$ cat src/hdl/aot_pkg.sv
package aot_pkg;

    localparam int MAX_BOXES      = 64;
    localparam int COORD_BITS     = 24;
    localparam int IN_BITS        = 24;
    localparam int SIZE_BITS      = 23;
    localparam int OUT_COUNT_BITS = 7;

    // wide enough for a coordinate plus a size plus a shift without overflow
    localparam int WIDE_BITS  = ((COORD_BITS > IN_BITS) ? COORD_BITS : IN_BITS) + 3;
    localparam int COUNT_BITS = $clog2(MAX_BOXES + 1);
    localparam int INDEX_BITS = (MAX_BOXES > 1) ? $clog2(MAX_BOXES) : 1;

    typedef logic signed [WIDE_BITS-1:0]  t_wide;
    typedef logic signed [COORD_BITS-1:0] t_coord;
    typedef logic signed [IN_BITS-1:0]    t_in;
    typedef logic        [SIZE_BITS-1:0]  t_size;
    typedef logic        [COUNT_BITS-1:0] t_count;
    typedef logic        [INDEX_BITS-1:0] t_index;

    localparam t_wide COORD_MAX = t_wide'((64'sd1 <<< (COORD_BITS - 1)) - 64'sd1);
    localparam t_wide COORD_MIN = -COORD_MAX - t_wide'(1);

    // request actions
    localparam logic [1:0] ACT_ADD   = 2'd0;
    localparam logic [1:0] ACT_QUERY = 2'd1;
    localparam logic [1:0] ACT_MOVE  = 2'd2;

    // operations carried down the cell chain
    localparam logic [1:0] OP_NONE  = 2'd0;
    localparam logic [1:0] OP_ADD   = 2'd1;
    localparam logic [1:0] OP_QUERY = 2'd2;
    localparam logic [1:0] OP_MOVE  = 2'd3;

    // add:   px/py = new min corner, w/h = size, idx = target entry
    // query: px = ex + sx, qx = ex + ew + sx (same for y), idx = entries held
    // move:  px/py = offset
    typedef struct packed {
        logic       valid;
        logic [1:0] op;
        t_count     idx;
        t_wide      px;
        t_wide      qx;
        t_wide      py;
        t_wide      qy;
        t_size      w;
        t_size      h;
        logic       hit;
        logic       err;
        t_count     count;
    } t_token;

    function automatic t_coord sat_coord(input t_wide v);
        t_coord r;
        if (v > COORD_MAX) begin
            r = t_coord'(COORD_MAX);
        end else if (v < COORD_MIN) begin
            r = t_coord'(COORD_MIN);
        end else begin
            r = t_coord'(v);
        end
        return r;
    endfunction

endpackage

$ cat src/hdl/aot_cell.sv
module aot_cell (
    input  logic            i_clk,
    input  logic            i_rst_n,
    input  aot_pkg::t_index i_index,
    input  aot_pkg::t_token i_tok,
    output aot_pkg::t_token o_tok
);
    import aot_pkg::*;

    t_coord r_mx;
    t_coord r_my;
    t_size  r_w;
    t_size  r_h;
    t_token r_tok;
    t_token n_tok;
    t_wide  mx;
    t_wide  my;
    logic   occupied;
    logic   mine;
    logic   overlap;

    always_comb begin
        mx       = t_wide'(r_mx);
        my       = t_wide'(r_my);
        occupied = t_count'(i_index) < i_tok.idx;
        mine     = t_count'(i_index) == i_tok.idx;
        // shift already folded into the query bounds
        overlap  = (mx + t_wide'(r_w) >= i_tok.px) && (i_tok.qx >= mx) &&
                   (my + t_wide'(r_h) >= i_tok.py) && (i_tok.qy >= my);
        n_tok    = i_tok;
        if (i_tok.valid && i_tok.op == OP_QUERY && occupied && overlap) begin
            n_tok.hit = 1'b1;
        end
    end

    always_ff @(posedge i_clk) begin
        if (i_tok.valid) begin
            case (i_tok.op)
                OP_ADD: begin
                    if (mine) begin
                        r_mx <= i_tok.px[COORD_BITS-1:0];
                        r_my <= i_tok.py[COORD_BITS-1:0];
                        r_w  <= i_tok.w;
                        r_h  <= i_tok.h;
                    end
                end
                OP_MOVE: begin
                    r_mx <= sat_coord(mx + i_tok.px);
                    r_my <= sat_coord(my + i_tok.py);
                end
                default: begin
                end
            endcase
        end
    end

    always_ff @(posedge i_clk) begin
        if (!i_rst_n) begin
            r_tok.valid <= 1'b0;
        end else begin
            r_tok <= n_tok;
        end
    end

    assign o_tok = r_tok;

endmodule

$ cat config.mk
export PLATFORM = sky130hd
export DESIGN_NAME = aot_cell
export DESIGN_NICKNAME = d
export VERILOG_FILES = /design/src/hdl/aot_pkg.sv /design/src/hdl/aot_cell.sv
export SDC_FILE = /design/constraint.sdc
export NUM_CORES = 1
export LEC_CHECK = 0
export BUFFER_PORTS_ARGS = -buffer_cell sky130_fd_sc_hd__buf_2
export CAP_MARGIN = 20
export CORE_AREA = 2 2 274 208
export CTS_CLUSTER_SIZE = 25
export DETAILED_ROUTE_END_ITERATION = 8
export DIE_AREA = 0 0 276 210
export MAX_ROUTING_LAYER = met4
export SLEW_MARGIN = 20
export SYNTH_ARGS = -nofsm -noshare
export SYNTH_HDL_FRONTEND = slang
export SYNTH_SLANG_ARGS = --single-unit
$ cat constraint.sdc
create_clock -name i_clk -period 10.5 [get_ports i_clk]
set_clock_uncertainty 0.2 [all_clocks]
set_input_delay 1.575 -clock i_clk [delete_from_list [all_inputs] [get_ports i_clk]]
set_output_delay 1.575 -clock i_clk [all_outputs]
set_load 0.02 [all_outputs]
Yosys cells after proc, flatten, opt, wreduce, memory -nomap -nowiden
Index checks and enable logic that the tools add are counted.

storage, ports and cells
  bits in registers = 267
  output and inout port bits = 173
  logic and storage cells = 51
  input bits = 181

operators by class
  reduce and logical (&&, ||, !) cells = 9
  equality and inequality tests = 5
  order comparisons = 9
  multiplexer cells = 8
  add/subtract/negate cells = 4

operator list
  cell                    number
  $mux W24                6
  $pmux W24 S2            2
  $add A24 B27 Y27        2
  $ge A25 B27 Y1          2
  $ge A27 B24 Y1          2
  $gt A27 B24 Y1 const B  2
  $lt A27 B24 Y1 const B  2
  $add A24 B24 Y25        2
  $eq A6 B7 Y1            1
  $lt A6 B7 Y1            1
  $logic_and A1 B1 Y1     6
  $reduce_and A3 Y1       2
  $eq A2 B2 Y1 const B    2
  $eq A2 B1 Y1 const B    1
  $ne A2 B2 Y1 const B    1
  $reduce_bool A2 Y1      1

Longest topological paths before layout
  word-level depth = 6
  depth in mapped cells = 24
  depth with buffers taken out = 24

Least setup slack after synthesis
OpenSTA, ideal clock, no wires.

  path type = input to register
  start = input port i_tok[168] (netlist name)
  end = register r_h[0] (enable)
  stages = 5
  data required time = 9.793 ns
  buffers on the path = 0
  setup time = 0.507 ns
  arrival = 5.317 ns
  slack = 4.477 ns
  path through = inv_1 > ha_1 > and4b_1 > nand4_1 > nor3_1

on the way
  word-level cells in the longest chain between the ends = 2

ends and longest elaborated chain
  element                             RTL line        RTL
  from (decl)                         aot_cell.sv:5   input aot_pkg::t_token i_tok,
  $eq A6 B7 Y1                        aot_cell.sv:26  mine = t_count'(i_index) == i_tok.idx;
  $reduce_and A3 Y1 (no source line)  n/a
  to (signal assigned)                aot_cell.sv:44  r_h <= i_tok.h;
  to (decl)                           aot_cell.sv:13  t_size r_h;

Every way passes these cells.
A chain may end at the register's enable or synchronous reset.

Worst setup path in the final report
  start = register r_my[0]
  end = register r_tok (netlist bit o_tok[8]), data pin

on the way
  word-level cells in the longest chain between the ends = 5
  elaborated cells between the ends (all ways) = 6
  those cells by class = add/sub: 1; order compare: 2; reduce/logical: 3

ends and longest elaborated chain
  element                  RTL line        RTL
  from (decl)              aot_cell.sv:11  t_coord r_my;
  from (signal assigned)   aot_cell.sv:42  r_my <= i_tok.py[COORD_BITS-1:0];
  from (signal assigned)   aot_cell.sv:49  r_my <= sat_coord(my + i_tok.py);
  $add A24 B24 Y25         aot_cell.sv:29  (my + t_wide'(r_h) >= i_tok.py) && (i_tok.qy >= my);
  $ge A25 B27 Y1           aot_cell.sv:29
  $logic_and A1 B1 Y1      aot_cell.sv:28  overlap = (mx + t_wide'(r_w) >= i_tok.px) && (i_tok.qx >= mx) &&
  $logic_and A1 B1 Y1 (*)  aot_cell.sv:29
  $logic_and A1 B1 Y1 (*)  aot_cell.sv:31  if (i_tok.valid && i_tok.op == OP_QUERY && occupied && overlap) begin
  to (signal assigned)     aot_cell.sv:61  r_tok <= n_tok;
  to (decl)                aot_cell.sv:14  t_token r_tok;

Mark *: on every way between the ends. The rest lies on a longest branch, timed or not.

==> results by group <==
Outcome
  – Outcome: complete, but fails checks
  – Failing checks: design-rule violations

Final layout
  – Layout area overhead: 22.0%
  – Share of layout cells above drive strength 1: 23.7%
  – Commonest cells after routing, fill and taps aside: 352 x buf_2, 266 x edfxtp_1, 212 x ha_1
  – Most common cell after layout, fill and taps aside: buf_2
  – Final Net Count: 2222
  – Layout Utilization: 36.3%

Synthesis
  – Syn nets: 1849
  – EDFF count, synth: 266
  – Synth Warn #: 0
  – Synth area leaders: edfxtp_1 48%, ha_1 16%, a21o_1 3.2%
  – Yosys reg bits: 267
  – Gate Count Post-Synth: 1452
  – Register area share after synthesis: 48.6%
  – Mapped Area: 16500 um^2
  – Yosys top cell by area: edfxtp_1
  – Top_reg_cell synth: edfxtp_1
  – Yosys top cell area share: 48.5%
  – Mean Syn Cell Area: 11.3 um^2
  – Netlist cell types: 82
  – Post-synth ARST share: 0%

Worst setup path
  – R2r setup slk: 4.28 ns
  – Crit. End Element: register
  – Reg-to-reg startpoint: r_my[0]
  – Req. time, crit path: 10.68 ns
  – Reg2Reg Depth: 20
  – CP most frequent cell: o21ai_0
  – CP Class: reg2reg
  – Worst-path maximum fanout: 4
  – Crit-path cells: ha_1 -> inv_1 -> fa_1 -> nor2b_1 -> o21ai_0 -> a21boi_0 -> o21ai_0 -> a21oi_1 -> o21ai_0 -> a21oi_1 -> nor2_1 -> nand2_1 -> a211oi_1 -> ha_1 -> nand4_1 -> or4_1 -> a2111oi_0 -> a211oi_1 -> mux2i_1 -> o31ai_1
  – RR Endpoint: o_tok[8]
  – CP max-delay cell: a211oi_1
  – Worst setup SP type: register
  – CP Data Arrival Time: 6.41 ns
  – Max incr delay on CP: 0.75 ns

Timing
  – RSZ-0062 raised after global routing: false
  – Final period util: 59.3%
  – Hold_ws: 0.555 ns
  – Minimum clock period: 6.22 ns
  – Slew HR: 29.2%
  – Final hold violation count: 0
  – Fin. max-slew vios: 0
  – Setup TNS: 0 ns
  – Worst Tran Pin Value: 1.06 ns
  – Highest achievable clock rate: 0.161 GHz
  – Final setup vio count: 0

Detailed routing
  – # DRC: 19
  – Antenna-violating nets left: 0
  – DRT iter0 DRCs: 980
  – Post-DR wirelength/cell: 19.2 um
  – Vias after detailed routing: 12867
  – Vias per cell: 4.98
  – TritonRoute pass-1 iters: 7
  – Final WL: 49600 um

Clocking
  – Root buf cell: clkbuf_16
  – CTS sink count: 267
  – Reg clk slew, reported paths: 0.07 ns
  – CTS buffer count: 31
  – H-tree levels: 1
  – CTS max path bufs: 3
  – CTS Hold Bufs: 0
  – Postcts setup bufs: 0
  – Post-CTS resize count: 0
  – CTS tree: yes
  – Clock insertion delay at the later pin of the skew report: 0.58 ns

Job
  – # Max-Cap Violations: 0

Pwr
  – Leak Pwr: 8.96 nW
  – P per Cell Area: 145 nW/um^2
  – Peak VDD IR: 0.0000851 V
  – Pwr Total: 0.00291 W

Placed design
  – DP HPWL: 39100 um
  – PortBufs: 353
  – Gpl congestion: 0.927

Worst hold path
  – Hold Path Cell Cnt: 3
  – WHS Endpoint: r_mx[0]
  – Hold_sp: r_mx[0]
  – Hold Crit Class: reg2reg

Floorplanning
  – I/O pin cnt: 354
  – Die ar.: 58000 um^2
  – Die X: 276 um
  – Die Ht: 210 um
  – Placement row count: 75
  – Core ar.: 55400 um^2
  – Initial core utilization: 29.8%

Global route
  – Gr usage total: 17.0%
  – Global-route wire length before repair: 74200 um
  – Initial antenna violation count: 4
  – Grt ovf: 0
  – Vias in the first global route: 12407
  – Largest net degree at the start of global routing: 73
## registers in the layout (all words and copies together) (netlist names)
name / flops
r_h: 23
r_mx: 24
o_tok: 173
r_w: 23
r_my: 24
## Yosys cell counts (8+ instances only)
library cell / n
a211oi_1: 12
a21o_1: 71
a21oi_1: 106
a221o_1: 9
a22o_1: 22
a31oi_1: 11
and3_1: 11
clkbuf_1: 11
edfxtp_1: 266
ha_1: 212
inv_1: 142
nand2_1: 89
nand2b_1: 19
nand3_1: 32
nand4_1: 24
nor2_1: 61
nor2b_1: 22
nor3_1: 15
o211ai_1: 11
o21a_1: 19
o21ai_0: 79
o21bai_1: 8
xnor2_1: 49
xor2_1: 34
## through the flow
| stage | worst slack, ns | instances | instance area [um^2] |
|---|---|---|---|
| final | 4.28 | 2584 | 20100 |
| after global routing | 3.89 | 2584 | 20100 |
| after CTS | 4.42 | 2579 | 20100 |
| after detailed placement | 4.49 | 2522 | 19100 |
| after global placement | 4.61 | 2522 | 19100 |
| after floorplan | 4.48 | 1452 | 16500 |
## logic make-up after synthesis
group	synth area share, %
compound gates	16.8
xor+xnor	4.41
fa+ha+maj	16.6
buf+inv	3.99
flops	48.6
mux	0.190
simple gates	9.40
## per-layer routing
metal / global-route usage [%] / vias up / routed length (um)
li1: - / 6207 / -
met2: 23.9 / 434 / 20400
met3: 2.38 / 60 / 3210
met4: 4.18 / 0 / 1100
met5: - / - / 0
met1: 25.6 / 6166 / 24900
## worst max-delay path, delay by kind of cell (launching register included)
kind | cells | cell delay (ns)
simple gates | 5 | 1.06
flops | 1 | 0.44
fa+ha+maj | 3 | 0.75
buf+inv | 1 | 0.07
compound gates | 10 | 3.33
mux | 1 | 0.17
## area by class of cell
cell class | count | area [um^2]
Clock inverter | 22 | 174
Inverter | 142 | 533
Timing Repair Buffer | 361 | 1840
Sequential cell | 267 | 8010
Clock buffer | 35 | 791
Tap cell | 731 | 915
Multi-Input combinational cell | 1022 | 7830
Antenna cell | 4 | 10.0
Fill cell | 5486 | 35300
## where the power goes
| group | internal, W | switching [W] | total [W] | leakage [nW] |
|---|---|---|---|---|
| clock network | 0.000573 | 0.000478 | 0.00105 | 0.472 |
| logic | 0.000223 | 0.000365 | 0.000588 | 5.94 |
| registers | 0.00125 | 0.0000252 | 0.00127 | 2.55 |
| total | 0.00204 | 0.000868 | 0.00291 | 8.96 |
## how the worst max path moves through the flow
stage,from,end,cells past startpoint,slack [ns]
2_1_floorplan,i_tok[168],r_h[0],5,4.48
5_1_grt,r_my[0],o_tok[8],20,3.89
4_1_cts,r_my[0],o_tok[8],20,4.42
3_5_place_dp,r_my[0],o_tok[8],20,4.49
6_report,r_my[0],o_tok[8],20,4.28
3_3_place_gp,i_tok[82],r_my[19],14,4.61
No activity file was read; power rests on OpenSTA's default activity.
