File: src/hdl/aot_pkg.sv
package aot_pkg;

    localparam int MAX_BOXES      = 64;
    localparam int COORD_BITS     = 24;
    localparam int IN_BITS        = 24;
    localparam int SIZE_BITS      = 23;
    localparam int OUT_COUNT_BITS = 7;

    // wide enough for a coordinate plus a size plus a shift without overflow
    localparam int WIDE_BITS  = ((COORD_BITS > IN_BITS) ? COORD_BITS : IN_BITS) + 3;
    localparam int COUNT_BITS = $clog2(MAX_BOXES + 1);
    localparam int INDEX_BITS = (MAX_BOXES > 1) ? $clog2(MAX_BOXES) : 1;

    typedef logic signed [WIDE_BITS-1:0]  t_wide;
    typedef logic signed [COORD_BITS-1:0] t_coord;
    typedef logic signed [IN_BITS-1:0]    t_in;
    typedef logic        [SIZE_BITS-1:0]  t_size;
    typedef logic        [COUNT_BITS-1:0] t_count;
    typedef logic        [INDEX_BITS-1:0] t_index;

    localparam t_wide COORD_MAX = t_wide'((64'sd1 <<< (COORD_BITS - 1)) - 64'sd1);
    localparam t_wide COORD_MIN = -COORD_MAX - t_wide'(1);

    // request actions
    localparam logic [1:0] ACT_ADD   = 2'd0;
    localparam logic [1:0] ACT_QUERY = 2'd1;
    localparam logic [1:0] ACT_MOVE  = 2'd2;

    // operations carried down the cell chain
    localparam logic [1:0] OP_NONE  = 2'd0;
    localparam logic [1:0] OP_ADD   = 2'd1;
    localparam logic [1:0] OP_QUERY = 2'd2;
    localparam logic [1:0] OP_MOVE  = 2'd3;

    // add:   px/py = new min corner, w/h = size, idx = target entry
    // query: px = ex + sx, qx = ex + ew + sx (same for y), idx = entries held
    // move:  px/py = offset
    typedef struct packed {
        logic       valid;
        logic [1:0] op;
        t_count     idx;
        t_wide      px;
        t_wide      qx;
        t_wide      py;
        t_wide      qy;
        t_size      w;
        t_size      h;
        logic       hit;
        logic       err;
        t_count     count;
    } t_token;

    function automatic t_coord sat_coord(input t_wide v);
        t_coord r;
        if (v > COORD_MAX) begin
            r = t_coord'(COORD_MAX);
        end else if (v < COORD_MIN) begin
            r = t_coord'(COORD_MIN);
        end else begin
            r = t_coord'(v);
        end
        return r;
    endfunction

endpackage

File: src/hdl/aot_front.sv
module aot_front (
    input  logic           i_clk,
    input  logic           i_rst_n,
    input  logic           i_accept,
    input  logic [1:0]     i_action,
    input  aot_pkg::t_in   i_coord_x,
    input  aot_pkg::t_in   i_coord_y,
    input  aot_pkg::t_size i_size_w,
    input  aot_pkg::t_size i_size_h,
    input  aot_pkg::t_in   i_shift_x,
    input  aot_pkg::t_in   i_shift_y,
    output aot_pkg::t_token o_tok,
    output aot_pkg::t_count o_count
);
    import aot_pkg::*;

    t_token r_tok;
    t_token n_tok;
    t_count r_count;
    t_count n_count;
    t_wide  cx;
    t_wide  cy;
    t_wide  sx;
    t_wide  sy;

    always_comb begin
        cx = t_wide'(sat_coord(t_wide'(i_coord_x)));
        cy = t_wide'(sat_coord(t_wide'(i_coord_y)));
        sx = t_wide'(i_shift_x);
        sy = t_wide'(i_shift_y);

        n_count   = r_count;
        n_tok     = '0;
        n_tok.valid = i_accept;
        n_tok.idx = r_count;
        n_tok.w   = i_size_w;
        n_tok.h   = i_size_h;
        n_tok.op  = OP_NONE;

        unique case (i_action)
            ACT_ADD: begin
                if (r_count >= t_count'(MAX_BOXES)) begin
                    n_tok.err = 1'b1;
                end else begin
                    n_tok.op = OP_ADD;
                    n_tok.px = t_wide'(sat_coord(cx - t_wide'(i_size_w >> 1)));
                    n_tok.py = t_wide'(sat_coord(cy - t_wide'(i_size_h >> 1)));
                    if (i_accept) begin
                        n_count = r_count + t_count'(1);
                    end
                end
            end
            ACT_QUERY: begin
                n_tok.op = OP_QUERY;
                n_tok.px = cx + sx;
                n_tok.qx = cx + t_wide'(i_size_w) + sx;
                n_tok.py = cy + sy;
                n_tok.qy = cy + t_wide'(i_size_h) + sy;
            end
            ACT_MOVE: begin
                n_tok.op = OP_MOVE;
                n_tok.px = sx;
                n_tok.py = sy;
            end
            default: begin
                n_tok.op = OP_NONE;
            end
        endcase

        n_tok.count = n_count;
    end

    always_ff @(posedge i_clk) begin
        if (!i_rst_n) begin
            r_count     <= '0;
            r_tok.valid <= 1'b0;
        end else begin
            r_count <= n_count;
            r_tok   <= n_tok;
        end
    end

    assign o_tok   = r_tok;
    assign o_count = r_count;

endmodule

File: config.mk
export PLATFORM = sky130hd
export DESIGN_NAME = aot_front
export DESIGN_NICKNAME = d
export VERILOG_FILES = /design/src/hdl/aot_pkg.sv /design/src/hdl/aot_front.sv
export SDC_FILE = /design/constraint.sdc
export NUM_CORES = 1
export LEC_CHECK = 0
export ABC_AREA = 1
export BUFFER_PORTS_ARGS = -buffer_cell sky130_fd_sc_hd__buf_2
export CORE_MARGIN = 2
export CORE_UTILIZATION = 47
export DETAILED_ROUTE_END_ITERATION = 8
export GPL_ROUTABILITY_DRIVEN = 0
export PLACE_DENSITY_LB_ADDON = 0.05
export SLEW_MARGIN = 20
export SYNTH_ARGS = -nofsm -noshare
export SYNTH_HDL_FRONTEND = slang
export SYNTH_SLANG_ARGS = --single-unit
export TNS_END_PERCENT = 30
File: constraint.sdc
create_clock -name i_clk -period 3.6 [get_ports i_clk]
set_clock_uncertainty 0.1 [all_clocks]
set_input_delay 0.18 -clock i_clk [delete_from_list [all_inputs] [get_ports i_clk]]
set_output_delay 0.18 -clock i_clk [all_outputs]
set_load 0.05 [all_outputs]
---- Word-level counts from Yosys, hierarchy flattened ----
Cells that the tools add are included.
operators by class
  add/sub/neg operators ................... 9
  magnitude comparators ................... 9
  eq/ne operators ......................... 2
  mux-type cells .......................... 18
  reductions and logical operators ........ 1
operators by type and width
  kind                                                                             count
  24-bit two-way mux                                                               8
  27-bit one-hot mux with 3 select lines                                           2
  24-bit by 24-bit adder with 25-bit output                                        4
  27-bit two-way mux                                                               2
  25-bit by 24-bit adder with 26-bit output                                        2
  25-bit by 24-bit > comparator with 1-bit output (second input constant)          2
  25-bit by 24-bit less-than comparator with 1-bit output (second input constant)  2
  24-bit by 23-bit subtractor with 25-bit output                                   2
  24-bit > comparator (second input constant)                                      2
  24-bit less-than comparator (second input constant)                              2
  7-bit two-way mux                                                                3
  7-bit by 1-bit adder with 7-bit output (second input constant)                   1
  7-bit >= comparator (second input constant)                                      1
  2-bit one-hot mux with 3 select lines                                            1
  2-bit by 1-bit equality test with 1-bit output (second input constant)           1
  2-bit equality test (second input constant)                                      1
  2-bit zero test                                                                  1
  1-bit two-way mux                                                                2
storage, ports and cells
  bits in registers ....................... 179
  input bits .............................. 147
  output and inout bits ................... 180
  word-level logic and storage cells ...... 51

---- Longest topological paths before layout ----
Gate-level depths: netlist of the first run.
  depth in word-level cells ............... 9
  gate-level depth with buffers ........... 19
  mapped depth without buffers ............ 18

---- Worst setup path before layout of the first run ----
OpenSTA, ideal clock, no wires.
  kind .................................... input-to-reg
  from .................................... input port i_shift_x[1]
  to ...................................... register r_tok, in the netlist o_tok[128], data pin
  setup time .............................. 0.270 ns
  arrival ................................. 2.285 ns
  data required time ...................... 3.230 ns
  setup slack ............................. 0.945 ns
  stages .................................. 16
  path buffers ............................ 0
  path through ............................ inv_1 > fa_1 > inv_1 > ha_1 > inv_1 > fa_1 > inv_1 > nand2_1 > o21ai_1 > nand2_1 > nand2_1 > a21oi_1 > o21ai_1 > nand2_1 > nand3_1 > a21oi_1
between the ends
  word-level cells in the longest chain between the ends .. 1
RTL lines
  element                                    RTL line         RTL
  start: declaration                         aot_front.sv:10  input aot_pkg::t_in i_shift_x,
  25-bit by 24-bit adder with 26-bit output  aot_front.sv:56  n_tok.qx = cx + t_wide'(i_size_w) + sx;
  end signal: assignment                     aot_front.sv:79  r_tok <= n_tok;
  end: declaration                           aot_front.sv:17  t_token r_tok;
Every way passes these cells.
A chain may end at the register's enable or synchronous reset.

---- Worst setup path in the final report of the first run ----
  from .................................... input port i_size_w[1]
  to ...................................... register r_tok, in the netlist o_tok[128], data pin
between the ends
  word-level cells in the longest chain between the ends .. 2
RTL lines
  element                                    RTL line         RTL
  start: declaration                         aot_front.sv:8   input aot_pkg::t_size i_size_w,
  24-bit by 24-bit adder with 25-bit output  aot_front.sv:56
  25-bit by 24-bit adder with 26-bit output  aot_front.sv:56
Every way passes these cells.

==> impl_metrics.sql, run 1 <==
INSERT INTO impl_metrics (metric_group, metric, value, unit) VALUES
('pwr', 'p_per_area', '391', 'nW/um^2'),
('yosys', 'post-synth-top-count-cell', 'sky130_fd_sc_hd__nand2_1', ''),
('cells_and_area', 'nets', '3163', ''),
('yosys', 'synth.cell_area', '17700', 'um^2'),
('sta', 'report.final.setup_viol', '0', ''),
('placed_design', 'place.detailed.hpwl', '48700', 'um'),
('pwr', 'leakagePower', '10.7', 'nW'),
('setup_path', 'timing.critical_path.required', '3.69', 'ns'),
('sta', 'achievable-frequency', '0.316', 'GHz'),
('yosys', 'netlist_top_cells_area', 'sky130_fd_sc_hd__edfxtp_1 (28%), sky130_fd_sc_hd__nand2_1 (13%), sky130_fd_sc_hd__inv_1 (11%)', ''),
('route', 'detail_route.drc_violations', '0', ''),
('run', 'max_cap_viol_count', '0', ''),
('floorplanning', 'vertical_extent_of_the_die', '198', 'um'),
('floorplanning', 'core-area', '37300', 'um^2'),
('route', 'final_wirelength', '60100', 'um'),
('yosys', 'yosys.area.top_type', 'sky130_fd_sc_hd__edfxtp_1', ''),
('worst_hold_path', 'hp-class', 'input port to register', ''),
('route', 'final_antenna_net_count', '0', ''),
('sta', 'worst_slew_pin_slew', '1.05', 'ns'),
('grt', 'first_global_vias', '15800', ''),
('floorplanning', 'chipWidth', '198', 'um'),
('clock_network', 'cts_tree', 'done', ''),
('cells_and_area', 'area_delta_synth_final', '16.4', '%'),
('floorplanning', 'floorplan.initialDensity', '47.3', '%'),
('clock_network', 'clkTransAtPathRegs', '0.08', 'ns'),
('placed_design', 'post-place-ws', '0.534', 'ns'),
('cells_and_area', 'final_core_util', '55.1', '%'),
('clock_network', 'tritoncts_num_sinks', '173', ''),
('sta', 'endpoints_failing_hold', '0', ''),
('clock_network', 'cts-root-buf', 'sky130_fd_sc_hd__clkbuf_16', ''),
('route', 'first_pass_iters', '6', ''),
('clock_network', 'skew_pair_late_insertion_delay', '0.47', 'ns'),
('setup_path', 'timing.critical_path.fanout_max', '5', ''),
('setup_path', 'startpoint_type_of_the_worst_setup_path', 'input port', ''),
('pwr', 'vdd_ir_drop_max', '0.372', 'mV'),
('grt', 'grt_remaining_overflow', '0', ''),
('route', 'detailedRoute.firstIterationViolations', '1828', ''),
('grt', 'pin_count_of_the_biggest_net_entering_global_routing', '84', ''),
('yosys', 'post_synth_num_cell_types', '52', ''),
('clock_network', 'total_clock_buffers_created_by_cts', '17', ''),
('yosys', 'synth_enable_flop_cells', '165', ''),
('placed_design', 'numPortBuffers', '325', ''),
('floorplanning', 'placement_rows', '71', ''),
('grt', 'initial_antenna_violation_count', '0', ''),
('yosys', 'synth_top_flop_cell', 'sky130_fd_sc_hd__edfxtp_1', ''),
('grt', 'global_route_wire_length_before_repair', '90700', 'um'),
('yosys', 'ys_seq_elements', '173', ''),
('yosys', 'synth_top_cell_area_share', '28.1', '%'),
('route', 'number_of_vias_after_detailed_routing', '17700', ''),
('floorplanning', 'die_area', '39100', 'um^2'),
('yosys', 'synth_area_per_cell', '7.04', 'um^2'),
('floorplanning', 'pin_count', '327', ''),
('route', 'drt-wirelength-per-cell', '18.2', 'um'),
('setup_path', 'worst_setup_ep_type', 'register', ''),
('yosys', 'postSynthNetCount', '2854', ''),
('clock_network', 'cts_buffer_depth', '2', ''),
('sta', 'final.period_utilization', '87.8', '%'),
('yosys', 'asyncSetResetFlopFracSynth', '0', '%'),
('sta', 'slew_headroom', '30.1', '%'),
('route', 'vias_per_cell', '5.36', ''),
('yosys', 'gate_count_after_technology_mapping', '2509', ''),
('clock_network', 'htreeDepth', '4', ''),
('clock_network', 'ctsResizeCount', '0', ''),
('outcome', 'status', 'finished, final reports clean', ''),
('sta', 'finalCriticalPeriod', '3.16', 'ns'),
('sta', 'fin_tns_setup', '0', 'ns'),
('setup_path', 'crit_type', 'input port to register', ''),
('setup_path', 'worstPathArrival', '3.25', 'ns'),
('sta', 'layout_setup_ws', '0.440', 'ns'),
('sta', 'maxSlewViolCount', '0', ''),
('sta', 'setup_repair_after_global_routing_missed_its_margin', 'false', ''),
('grt', 'grt.total_usage', '30.5', '%'),
('yosys', 'synth.top_cells.by_count', 'sky130_fd_sc_hd__nand2_1 (621), sky130_fd_sc_hd__inv_1 (513), sky130_fd_sc_hd__a21oi_1 (225), sky130_fd_sc_hd__nor2_1 (184), sky130_fd_sc_hd__edfxtp_1 (165)', ''),
('pwr', 'design_power_total', '8.04', 'mW'),
('cells_and_area', 'ratio_of_cells_with_drive_above_1_in_the_final_layout', '15.1', '%'),
('yosys', 'synth.yosys.seq_area_share', '29.0', '%'),
('yosys', 'synth-warning-count', '0', '');
-- registers in the layout, summed over array words and instances (netlist names) --
name,flops
o_tok,166
o_count,7
-- stage by stage --
step | cell area (um^2) | hold WS, ns | cells
floorplan | 17700 | 0.173 | 2509
finish | 20600 | 0.0321 | 3309
detailed placement | 19500 | 0.274 | 3224
global placement | 19500 | 0.273 | 3224
global route | 20500 | 0.0294 | 3305
CTS | 20500 | 0.0105 | 3305
-- layer usage --
metal	track usage (%)	routed length [um]	vias to the layer above
met4	7.57	969	0
met5	0	0	-
li1	-	-	8656
met1	47.4	28400	8093
met3	5.74	6420	63
met2	43.0	24300	921
-- report_power, final --
group / switching (mW) / total [mW] / internal, mW
clock network: 0.912 / 1.88 / 0.972
logic: 2.62 / 3.68 / 1.06
registers: 0.0544 / 2.47 / 2.42
-- cell usage in the layout, fill, tap and decap left out, types with 4 or more instances in the layout --
cell | Yosys | routed
sky130_fd_sc_hd__nand2_1 | 621 | 621
sky130_fd_sc_hd__inv_1 | 513 | 512
sky130_fd_sc_hd__buf_2 | 0 | 324
sky130_fd_sc_hd__a21oi_1 | 225 | 225
sky130_fd_sc_hd__nor2_1 | 184 | 184
sky130_fd_sc_hd__edfxtp_1 | 165 | 165
sky130_fd_sc_hd__ha_1 | 146 | 144
sky130_fd_sc_hd__nand3_1 | 124 | 124
sky130_fd_sc_hd__o21ai_0 | 110 | 110
sky130_fd_sc_hd__fa_1 | 52 | 52
sky130_fd_sc_hd__dlygate4sd3_1 | 0 | 49
sky130_fd_sc_hd__nand4_1 | 43 | 43
sky130_fd_sc_hd__xor2_1 | 27 | 27
sky130_fd_sc_hd__nor3_1 | 21 | 21
sky130_fd_sc_hd__a21oi_2 | 20 | 20
sky130_fd_sc_hd__o21bai_1 | 17 | 17
sky130_fd_sc_hd__clkbuf_16 | 0 | 17
sky130_fd_sc_hd__o22ai_1 | 16 | 16
sky130_fd_sc_hd__xnor2_1 | 13 | 13
sky130_fd_sc_hd__nand2_2 | 12 | 12
sky130_fd_sc_hd__a21o_1 | 11 | 11
sky130_fd_sc_hd__buf_4 | 18 | 10
sky130_fd_sc_hd__a31oi_1 | 8 | 8
sky130_fd_sc_hd__o21ai_1 | 8 | 8
sky130_fd_sc_hd__o21a_1 | 8 | 8
sky130_fd_sc_hd__dfxtp_1 | 8 | 8
sky130_fd_sc_hd__nor4_1 | 7 | 7
sky130_fd_sc_hd__nand3_2 | 6 | 6
sky130_fd_sc_hd__o31ai_1 | 5 | 5
sky130_fd_sc_hd__nor2_4 | 5 | 5
sky130_fd_sc_hd__inv_2 | 5 | 5
sky130_fd_sc_hd__nand3b_1 | 5 | 5
sky130_fd_sc_hd__diode_2 | 0 | 4
sky130_fd_sc_hd__inv_6 | 0 | 4
-- layout make-up --
| type | count | area (um^2) |
|---|---|---|
| Timing Repair Buffer | 386 | 2240 |
| Clock inverter | 13 | 134 |
| Clock buffer | 19 | 433 |
| Multi-Input combinational cell | 1722 | 10100 |
| Sequential cell | 173 | 5110 |
| Fill cell | 3718 | 16800 |
| Inverter | 518 | 1940 |
| Antenna cell | 4 | 10.0 |
| Tap cell | 474 | 593 |
-- cell families (layout without fill, tap and decap cells) --
| kind of cell | after synthesis | count (layout) | share of synthesized area [%] |
|---|---|---|---|
| and+or+nand+nor | 1040 | 1040 | 24.9 |
| buffers and inverters | 614 | 936 | 13.9 |
| AOI/OAI and AO/OA | 443 | 443 | 14.0 |
| adders and majority gates | 198 | 198 | 16.2 |
| DFF | 173 | 173 | 29.0 |
| xor gates and xnor gates | 40 | 40 | 1.98 |
| other | 1 | 5 | 0.0212 |
-- what timing repair did --
item,CTS,global route
hold endpoints to repair,49,0
setup buffers,0,0
hold buffers,49,0
-- critical path: stages --
cell	delay (ns)
sky130_fd_sc_hd__dlygate4sd3_1	0.52
sky130_fd_sc_hd__buf_2	0.13
sky130_fd_sc_hd__inv_1	0.06
sky130_fd_sc_hd__fa_1	0.48
sky130_fd_sc_hd__inv_1	0.07
sky130_fd_sc_hd__ha_1	0.16
sky130_fd_sc_hd__inv_1	0.05
sky130_fd_sc_hd__fa_1	0.35
sky130_fd_sc_hd__inv_1	0.08
sky130_fd_sc_hd__nand2_1	0.06
sky130_fd_sc_hd__o21ai_1	0.25
sky130_fd_sc_hd__nand2_1	0.08
sky130_fd_sc_hd__nand2_1	0.15
sky130_fd_sc_hd__a21oi_1	0.14
sky130_fd_sc_hd__o21ai_1	0.23
sky130_fd_sc_hd__nand2_1	0.11
sky130_fd_sc_hd__nand3_1	0.08
sky130_fd_sc_hd__a21oi_1	0.07
-- final timing paths --
| kind | to | slack [ns] | start | depth (start not counted) |
|---|---|---|---|---|
| worst max register to register | o_tok[105]$_DFFE_PP_ | 1.37 | o_count[6]$_SDFF_PN0_ | 8 |
| worst min register to register | o_tok[169]$_DFFE_PP_ | 0.39 | o_count[6]$_SDFF_PN0_ | 0 |
| worst max-delay path | o_tok[128]$_SDFFCE_PN0P_ | 0.44 | i_size_w[1] | 18 |
| worst min-delay path | o_tok[93]$_DFFE_PP_ | 0.03 | i_shift_y[11] | 3 |
Note: power is estimated with default switching activity, not from simulation.
==> inputs of run 2 (changes only) <==
CORE_UTILIZATION = 35   (was 47)
==> run 2 against run 1 <==
Effect of this change:
- die area is 34% higher
- wire length is 9.4% higher
- via count is 0.33% lower
- largest cell class unchanged
- largest power group unchanged
- highest routed layer is now met5
==> impl_metrics.sql, run 2 (synthesis gave the netlist of run 1 again) <==
INSERT INTO impl_metrics (metric_group, metric, value, unit) VALUES
('pwr', 'power_switching_share', '45.0', '%'),
('pwr', 'vdd_ir_drop_max', '0.363', 'mV'),
('clock_network', 'clkTransAtPathRegs', '0.07', 'ns'),
('floorplanning', 'placement_rows', '82', ''),
('placed_design', 'place.detailed.hpwl', '54100', 'um'),
('route', 'drt-wirelength-per-cell', '18.7', 'um'),
('pwr', 'pwr-share-clk', '23.7', '%'),
('pwr', 'combPwrFrac', '45.9', '%'),
('route', 'detail_route.drc_violations', '0', ''),
('sta', 'slew_headroom', '43.8', '%'),
('placed_design', 'post-place-ws', '0.491', 'ns'),
('sta', 'whs', '0.0317', 'ns'),
('route', 'detailedRoute.firstIterationViolations', '1673', ''),
('worst_hold_path', 'worst_hold_path.endpoint', 'o_tok[91]$_DFFE_PP_', ''),
('sta', 'endpoints_failing_hold', '0', ''),
('clock_network', 'htreeDepth', '4', ''),
('worst_hold_path', 'hold_path_startpoint', 'i_shift_y[9]', ''),
('floorplanning', 'core-area', '50000', 'um^2'),
('setup_path', 'critPathMostFrequentCell', 'sky130_fd_sc_hd__inv_1', ''),
('cells_and_area', 'area_delta_synth_final', '18.5', '%'),
('grt', 'first_global_vias', '16200', ''),
('pwr', 'p_per_area', '389', 'nW/um^2'),
('cells_and_area', 'seqCellArea', '5110', 'um^2'),
('floorplanning', 'chipWidth', '229', 'um'),
('sta', 'layout_setup_ws', '0.371', 'ns'),
('floorplanning', 'vertical_extent_of_the_die', '229', 'um'),
('setup_path', 'reg2reg_slack', '1.65', 'ns'),
('sta', 'setup_repair_after_global_routing_missed_its_margin', 'false', ''),
('setup_path', 'startpoint_type_of_the_worst_setup_path', 'input port', ''),
('worst_hold_path', 'hp-class', 'input port to register', ''),
('setup_path', 'worstPathArrival', '3.37', 'ns'),
('clock_network', 'skew_pair_late_insertion_delay', '0.49', 'ns'),
('setup_path', 'regToRegEndpoint', 'o_tok[107]$_DFFE_PP_', ''),
('route', 'vias_per_cell', '5.03', ''),
('grt', 'grt_remaining_overflow', '0', ''),
('setup_path', 'worst_r2r_path_depth', '8', ''),
('cells_and_area', 'final.fill_count', '5333', ''),
('outcome', 'status', 'finished, final reports clean', ''),
('pwr', 'leakagePower', '10.8', 'nW'),
('clock_network', 'total_clock_buffers_created_by_cts', '17', ''),
('route', 'number_of_vias_after_detailed_routing', '17700', ''),
('grt', 'pin_count_of_the_biggest_net_entering_global_routing', '72', ''),
('floorplanning', 'pin_count', '327', ''),
('sta', 'maxSlewViolCount', '0', ''),
('pwr', 'power_switching', '3.66', 'mW'),
('grt', 'initial_antenna_violation_count', '2', ''),
('setup_path', 'timing.critical_path.required', '3.74', 'ns'),
('clock_network', 'ctsResizeCount', '0', ''),
('placed_design', 'numPortBuffers', '325', ''),
('cells_and_area', 'nets', '3173', ''),
('cells_and_area', 'mostFrequentLayoutCell', 'sky130_fd_sc_hd__nand2_1', ''),
('setup_path', 'worst_setup_ep_type', 'register', ''),
('pwr', 'intPower', '4.47', 'mW'),
('cells_and_area', 'multi_input_area', '10100', 'um^2'),
('clock_network', 'cts-root-buf', 'sky130_fd_sc_hd__clkbuf_16', ''),
('setup_path', 'critical_path.cell_chain', 'dlygate4sd3_1 -> buf_2 -> inv_1 -> fa_1 -> inv_1 -> ha_1 -> inv_1 -> fa_1 -> o31ai_1 -> a211oi_1 -> o21ai_0 -> xnor2_1 -> nor2_1', ''),
('worst_hold_path', 'worst_hold_path.num_cells', '3', ''),
('sta', 'achievable-frequency', '0.310', 'GHz'),
('cells_and_area', 'ratio_of_cells_with_drive_above_1_in_the_final_layout', '15.1', '%'),
('floorplanning', 'die_area', '52300', 'um^2'),
('setup_path', 'crit_type', 'input port to register', ''),
('placed_design', 'dpl-instance-area', '19800', 'um^2'),
('setup_path', 'timing.critical_path.fanout_max', '4', ''),
('sta', 'worst_slew_pin_slew', '0.843', 'ns'),
('cells_and_area', 'largest_register_ffs', '166', ''),
('sta', 'final.period_utilization', '89.7', '%'),
('setup_path', 'slowest_delay', '0.56', 'ns'),
('route', 'final_wirelength', '65800', 'um'),
('setup_path', 'cpMaxStageDelayCell', 'sky130_fd_sc_hd__dlygate4sd3_1', ''),
('run', 'max_cap_viol_count', '0', ''),
('sta', 'finalCriticalPeriod', '3.23', 'ns'),
('setup_path', 'regToRegStartpoint', 'o_count[6]$_SDFF_PN0_', ''),
('grt', 'grt.total_usage', '25.0', '%'),
('sta', 'fin_tns_setup', '0', 'ns'),
('clock_network', 'tritoncts_num_sinks', '173', ''),
('cells_and_area', 'most-common-layout-cells', 'sky130_fd_sc_hd__nand2_1 (621), sky130_fd_sc_hd__inv_1 (512), sky130_fd_sc_hd__buf_2 (324)', ''),
('grt', 'global_route_wire_length_before_repair', '99200', 'um'),
('cells_and_area', 'finalInstanceArea', '20900', 'um^2'),
('clock_network', 'cts_tree', 'done', ''),
('route', 'first_pass_iters', '8', ''),
('floorplanning', 'floorplan.initialDensity', '35.3', '%'),
('clock_network', 'cts_buffer_depth', '2', ''),
('pwr', 'seq_power_share', '30.5', '%'),
('route', 'final_antenna_net_count', '0', ''),
('sta', 'report.final.setup_viol', '0', '');
[run 2: cell count changes in the layout (fill, tap and decap cells not counted), sizes merged]
cell         before  now
buf             337  341
clkbuf           19   20
clkinv            5    4
diode             4    1
dlygate4sd3      49   55
[run 2: critical path, delay by kind of cell]
kind / cells / cell delay, ns
AO/OA/AOI/OAI: 3 / 0.88
AND/OR/NAND/NOR: 1 / 0.06
XOR/XNOR: 1 / 0.17
buffers and inverters: 5 / 1.00
adder cells (fa/ha/maj): 3 / 1.09
[run 2: power groups by stage]
stage               registers (mW)  clock network [mW]  logic (mW)
finish                        2.48                1.92        3.73
global route                  2.49                2.05        4.08
CTS                           2.48                1.98        3.68
detailed placement            2.52                   0        3.61
global placement              2.52                   0        3.61
floorplan                     3.13                   0        1.95
[run 2: worst max-delay path by stage]
stage	start	end	slack, ns
2_1_floorplan	i_shift_x[1]	o_tok[128]$_SDFFCE_PN0P_	0.94
3_3_place_gp	i_coord_y[1]	o_tok[68]$_SDFFCE_PN0P_	0.54
3_5_place_dp	i_coord_y[1]	o_tok[68]$_SDFFCE_PN0P_	0.49
4_1_cts	i_shift_y[1]	o_tok[68]$_SDFFCE_PN0P_	0.43
5_1_grt	i_shift_y[1]	o_tok[68]$_SDFFCE_PN0P_	0.15
6_report	i_shift_y[1]	o_tok[68]$_SDFFCE_PN0P_	0.37
[run 2: final cells by class]
| cell class | count | share of cell area, % |
|---|---|---|
| clock buffer | 20 | 2.09 |
| tap | 672 | 4.02 |
| sequential | 173 | 24.4 |
| inverter | 518 | 9.29 |
| clock inverter | 12 | 0.628 |
| multi-input combinational | 1722 | 48.2 |
| timing repair buffer | 396 | 11.3 |
| antenna | 1 | 0.0120 |
[run 2: repair_timing]
action	in CTS	in global routing
hold buffers	55	0
buffers inserted	0	0
setup endpoints to repair	0	0
endpoints found under the hold margin	55	0
[run 2: metrics by stage]
step	cells	utilization (%)	power, mW
after detailed placement	3426	39.6	6.13
after floorplan	2509	-	5.07
after CTS	3513	41.9	8.14
after global routing	3513	41.9	8.62
final	3514	41.9	8.13
after global placement	3426	39.6	6.13
[run 2: metal layers]
layer / global-route usage [%] / share of wire (%)
met1: 39.5 / 51
met2: 34.5 / 40
met3: 4.32 / 7.8
met4: 5.80 / 1.5
met5: 0 / 0.020
